--- src/hdl/vca_pkg.sv ---
// Shared types and constants for the voice channel allocator.
// Used by vca_cell and voice_channel_allocator_top; depends on nothing else.
`timescale 1ns / 1ps

package vca_pkg;

   // Operation codes carried in the request's tuser.
   localparam logic OP_ALLOCATE = 1'b0;
   localparam logic OP_RELEASE  = 1'b1;

   // Register indexes on the configuration port.
   localparam logic REG_PLAYER_ENTITY = 1'b0;

   // Width of a voice index on the scan path; holds any index up to 255.
   localparam int VOICE_IDX_W = 8;

   // Remaining life must stay strictly below this limit; the bias turns a
   // signed compare into an unsigned one.
   localparam logic [31:0] LIFE_LIMIT = 32'h7fff_ffff;
   localparam logic [31:0] SIGN_BIAS  = 32'h8000_0000;
   localparam logic [31:0] BEST_INIT  = LIFE_LIMIT ^ SIGN_BIAS;

   // Request fields that every cell sees during a scan.
   typedef struct packed {
      logic        op;
      logic [9:0]  entity;
      logic [2:0]  sub_channel;
      logic [30:0] now;
      logic [4:0]  release_index;
      logic [9:0]  player_entity;
   } probe_type;

   // Running result that travels from cell to cell.
   typedef struct packed {
      logic                   valid;
      logic                   stop;
      logic                   found;
      logic                   active;
      logic [VOICE_IDX_W-1:0] pick;
      logic [31:0]            best;
   } scan_type;

   // Write to one voice, broadcast to all cells.
   typedef struct packed {
      logic                   en;
      logic                   clear;
      logic [VOICE_IDX_W-1:0] idx;
      logic [9:0]             owner;
      logic [2:0]             slot;
      logic [31:0]            end_time;
   } update_type;

endpackage

--- src/hdl/vca_cell.sv ---
// One voice of the allocator: holds the voice's state and refines the
// running scan result before handing it to the next cell. Uses vca_pkg.
`timescale 1ns / 1ps

module vca_cell #(
   parameter int CELL_INDEX = 0
) (
   input  logic                clock,
   input  logic                reset,
   input  vca_pkg::probe_type  probe,
   input  vca_pkg::scan_type   scan_in,
   input  vca_pkg::update_type update,
   output vca_pkg::scan_type   scan_out
);
   import vca_pkg::*;

   localparam logic [VOICE_IDX_W-1:0] MY_IDX = VOICE_IDX_W'(CELL_INDEX);

   logic        active_ff, active_in;
   logic [9:0]  owner_ff, owner_in;
   logic [2:0]  slot_ff, slot_in;
   logic [31:0] end_ff, end_in;
   scan_type    scan_ff, scan_in_next;

   logic        same_owner;
   logic        protected_voice;
   logic [31:0] life;

   // Voice state update from the write-back broadcast.
   always_comb begin
      active_in = active_ff;
      owner_in  = owner_ff;
      slot_in   = slot_ff;
      end_in    = end_ff;
      if (update.en && update.idx == MY_IDX) begin
         if (update.clear) begin
            active_in = 1'b0;
            owner_in  = '0;
            slot_in   = '0;
            end_in    = '0;
         end else begin
            active_in = 1'b1;
            owner_in  = update.owner;
            slot_in   = update.slot;
            end_in    = update.end_time;
         end
      end
   end

   // Comparison of this voice against the running result.
   assign same_owner = (probe.sub_channel != 3'd0) && (owner_ff == probe.entity) &&
                       (slot_ff == probe.sub_channel);
   assign protected_voice = (owner_ff == probe.player_entity) &&
                            (probe.entity != probe.player_entity) && active_ff;
   assign life = (end_ff - {1'b0, probe.now}) ^ SIGN_BIAS;

   always_comb begin
      scan_in_next = scan_in;
      if (scan_in.valid) begin
         if (probe.op == OP_RELEASE) begin
            if ({3'd0, probe.release_index} == MY_IDX) begin
               scan_in_next.active = active_ff;
               scan_in_next.pick   = MY_IDX;
            end
         end else if (!scan_in.stop) begin
            if (same_owner) begin
               scan_in_next.stop   = 1'b1;
               scan_in_next.found  = 1'b1;
               scan_in_next.pick   = MY_IDX;
               scan_in_next.active = active_ff;
            end else if (!protected_voice && life < scan_in.best) begin
               scan_in_next.best   = life;
               scan_in_next.found  = 1'b1;
               scan_in_next.pick   = MY_IDX;
               scan_in_next.active = active_ff;
            end
         end
      end
   end

   always_ff @(posedge clock) begin
      if (reset) begin
         active_ff     <= 1'b0;
         owner_ff      <= '0;
         slot_ff       <= '0;
         end_ff        <= '0;
         scan_ff.valid <= 1'b0;
      end else begin
         active_ff     <= active_in;
         owner_ff      <= owner_in;
         slot_ff       <= slot_in;
         end_ff        <= end_in;
         scan_ff.valid <= scan_in_next.valid;
      end
      scan_ff.stop   <= scan_in_next.stop;
      scan_ff.found  <= scan_in_next.found;
      scan_ff.active <= scan_in_next.active;
      scan_ff.pick   <= scan_in_next.pick;
      scan_ff.best   <= scan_in_next.best;
   end

   assign scan_out = scan_ff;

endmodule
--- config.mk ---
export PLATFORM = sky130hd
export DESIGN_NAME = vca_cell
export DESIGN_NICKNAME = d
export VERILOG_FILES = /design/src/hdl/vca_pkg.sv /design/src/hdl/vca_cell.sv
export SDC_FILE = /design/constraint.sdc
export NUM_CORES = 1
export LEC_CHECK = 0
export BUFFER_PORTS_ARGS = -buffer_cell sky130_fd_sc_hd__buf_4
export CORE_ASPECT_RATIO = 0.6
export CORE_MARGIN = 4
export CORE_UTILIZATION = 46
export DETAILED_ROUTE_END_ITERATION = 8
export PLACE_DENSITY_LB_ADDON = 0.08
export SYNTH_ARGS = -nofsm -noshare
export SYNTH_HDL_FRONTEND = slang
export SYNTH_SLANG_ARGS = --single-unit
--- constraint.sdc ---
create_clock -name clock -period 4 [get_ports clock]
set_input_delay 0.6 -clock clock [delete_from_list [all_inputs] [get_ports clock]]
set_output_delay 0.6 -clock clock [all_outputs]
set_load 0.02 [all_outputs]
==> results.py <==
metrics = {
    "detailed_routing": {
        "drcViolationCount": 0,
        "finalWirelength_um": 20600,
        "drt_iter0_markers": 391,
        "wire_per_inst_um": 17.3,
        "viasPerCell": 5.27,
        "drtPass1Iterations": 5,
        "vias": 6294,
        "ant_nets": 0,
    },
    "worst_setup_path": {
        "worstSetupPathType": "in -> reg",
        "worstPathRequired_ns": 4.24,
        "setup.worst_path.start_class": "primary input",
        "arrival_ns": 4.50,
        "critPathCaptureType": "flop",
        "cp_max_fo": 4,
    },
    "synthesis": {
        "yosysUniqueCellTypes": 61,
        "yosys_warnings": 0,
        "avgSynthCellArea_um2": 8.08,
        "async_reset_ff_frac": 0,
        "synth_edf_count": 0,
        "synth.net_count": 957,
        "seq_area_frac_synth": 0.304,
        "synth-main-ff-cell": "dfxtp_1",
        "ys_seq_elements": 90,
        "syn-cell-area_mm2": 0.00593,
        "syn_inst": 733,
    },
    "outcome": {
        "violations": "negative setup slack",
        "status": "complete, but fails checks",
    },
    "timing": {
        "slew_violations": 0,
        "fin_crit_ns": 4.26,
        "max_freq_mhz": 235,
        "finalCritPeriodShare": 1.07,
        "setup_viol_count_final": 42,
        "timing.hold.ws_ns": 0.442,
        "worstMarginPinSlew_ns": 0.893,
        "clock_skew_ns": 0.0129,
        "rsz0062_at_grt": "yes",
        "setup_ws_ns": -0.261,
        "max-slew-margin-rel": 0.404,
        "hold_violations": 0,
    },
    "floorplan": {
        "fp-row-count": 31,
        "die_h_um": 95.9,
        "die_w_um": 155,
        "io_pins": 205,
        "die-area_mm2": 0.0148,
        "coreArea_mm2": 0.0123,
        "start_util": 0.480,
    },
    "finish": {
        "final_nets": 1248,
        "fin_area_mm2": 0.00925,
        "area_delta_synth_final_pct": 56.1,
        "multi_input_area_mm2": 0.00422,
        "seqCellArea_mm2": 0.00181,
        "final_common_cell": "buf_4",
        "fin_util": 0.750,
        "n_antenna_cell": 0,
        "final_cell_mix": "buf_4, dfxtp_1, a21oi_1",
        "drive_above_1_share": 0.411,
        "fillers": 902,
    },
    "global_route": {
        "track_usage": 0.262,
        "grt_overflow_total": 0,
        "grt_pass1_wl_um": 31300,
        "antenna_found_initial": 0,
        "grt_pass1_vias": 6292,
        "grt_max_degree": 93,
    },
    "cts": {
        "path_clk_slew_ns": 0.07,
        "clock-sinks": 90,
        "clock_latency_ns": 0.35,
        "cts_max_path_buffers": 2,
        "cts_buffers": 9,
        "cts_hold_buf": 0,
        "cts_tree": "built",
        "cts_root_buffer": "clkbuf_16",
        "htree_levels": 3,
    },
    "place": {
        "hpwl_um": 15400,
        "place.gp.congestion": 0.952,
        "placed_area_mm2": 0.00832,
        "port_buffers": 204,
    },
    "power": {
        "p_leak_nw": 4.34,
        "vdd_ir_drop_max_mv": 0.180,
        "finalPower_w": 0.00240,
        "cellPowerDensity_mw_per_mm2": 259,
    },
    "worst_hold_path": {
        "hold_path.class": "in -> reg",
    },
    "job": {
        "max_cap_violations": 0,
    },
}
==> kinds of logic after synthesis <==
family | Yosys count | synth area share
AOI/OAI and AO/OA | 184 | 0.189
xor gates and xnor gates | 60 | 0.0887
muxes | 11 | 0.0207
and+or+nand+nor | 220 | 0.195
buffers and inverters | 105 | 0.0684
adders and majority gates | 63 | 0.134
DFF | 90 | 0.304
==> Yosys cell counts (8+ instances only) <==
cell      count  area, um2
inv_1        74        278
o21ai_0      29        145
nor2_1       65        244
a31oi_1       8       50.1
clkbuf_1     23       86.3
nand2_1      43        161
o21ai_1      11       55.1
a21oi_1      81        405
ha_1         62        776
xnor2_1      45        394
and2_1        9       56.3
dfxtp_1      90       1800
nand4_1      15       93.8
nor3b_1      46        345
xor2_1       15        131
nand3_1      15       75.1
a21o_1       16        120
==> per-stage QoR <==
stage	std cells	setup slack (ns)	setup TNS [ns]
2_1_floorplan	733	-0.0604	-0.356
3_3_place_gp	1160	-0.612	-23.09
3_5_place_dp	1160	-0.665	-25.35
4_1_cts	1188	-0.128	-1.65
5_1_grt	1194	-0.455	-15.38
6_report	1194	-0.261	-7.92
==> worst paths after layout <==
path	slack [ns]	startpoint	endpoint	cells past startpoint
max	-0.26	probe[17]	scan_out[40]	23
min	0.44	scan_in[42]	scan_out[42]	2
max reg2reg	-0.22	end_ff[2]	scan_out[40]	21
min reg2reg	0.50	end_ff[0]	end_ff[0]	2
==> flip-flops by register name, summed over array words and instances, names as in the netlist <==
name and count:
scan_out 44, end_ff 32, slot_ff 3, active_ff 1, owner_ff 10
==> cell type report <==
type,instances,share of cell area
clock inverters,7,0.00730
well taps,165,0.0223
multi-input cells,538,0.457
repair buffers,311,0.263
inverters,74,0.0314
clock buffers,9,0.0243
flip-flops and latches,90,0.195
==> critical path: stages <==
cell and delay [ns]:
buf_4 0.08, inv_1 0.03, ha_1 0.35, buf_4 0.15, a21oi_4 0.06, o21ai_2 0.22, a2bb2oi_2 0.10, buf_4 0.16
o2111ai_4 0.26, buf_6 0.16, nand3_2 0.08, a31oi_2 0.24, xnor2_2 0.11, ha_1 0.31, nand4_1 0.11, nor2_2 0.18
o21ai_2 0.10, o211ai_1 0.30, buf_4 0.17, nor3_2 0.05, o21ai_2 0.15, o31a_1 0.24, mux2_4 0.31
==> per-layer routing <==
| metal | GRT usage | up-vias | wire [um] |
|---|---|---|---|
| met1 | 0.375 | 2911 | 9730 |
| li1 | - | 3119 | - |
| met3 | 0.0472 | 33 | 1370 |
| met5 | 0 | - | 0 |
| met2 | 0.419 | 231 | 9230 |
| met4 | 0.0478 | 0 | 304 |
==> report_power, final <==
part	internal [W]	leakage, nW	switching [W]
combinational	0.000314	3.45	0.000276
clock	0.000440	0.142	0.000427
sequential	0.000929	0.743	0.0000106
total	0.00168	4.34	0.000714
==> repair_timing <==
item | in CTS | in global routing
pin swaps | 21 | 20
endpoints found under the setup margin | 41 | 42
resized for setup | 54 | 50
setup buffers | 12 | 7
cloned | 1 | 2
Power figures use the tool's default switching activity.
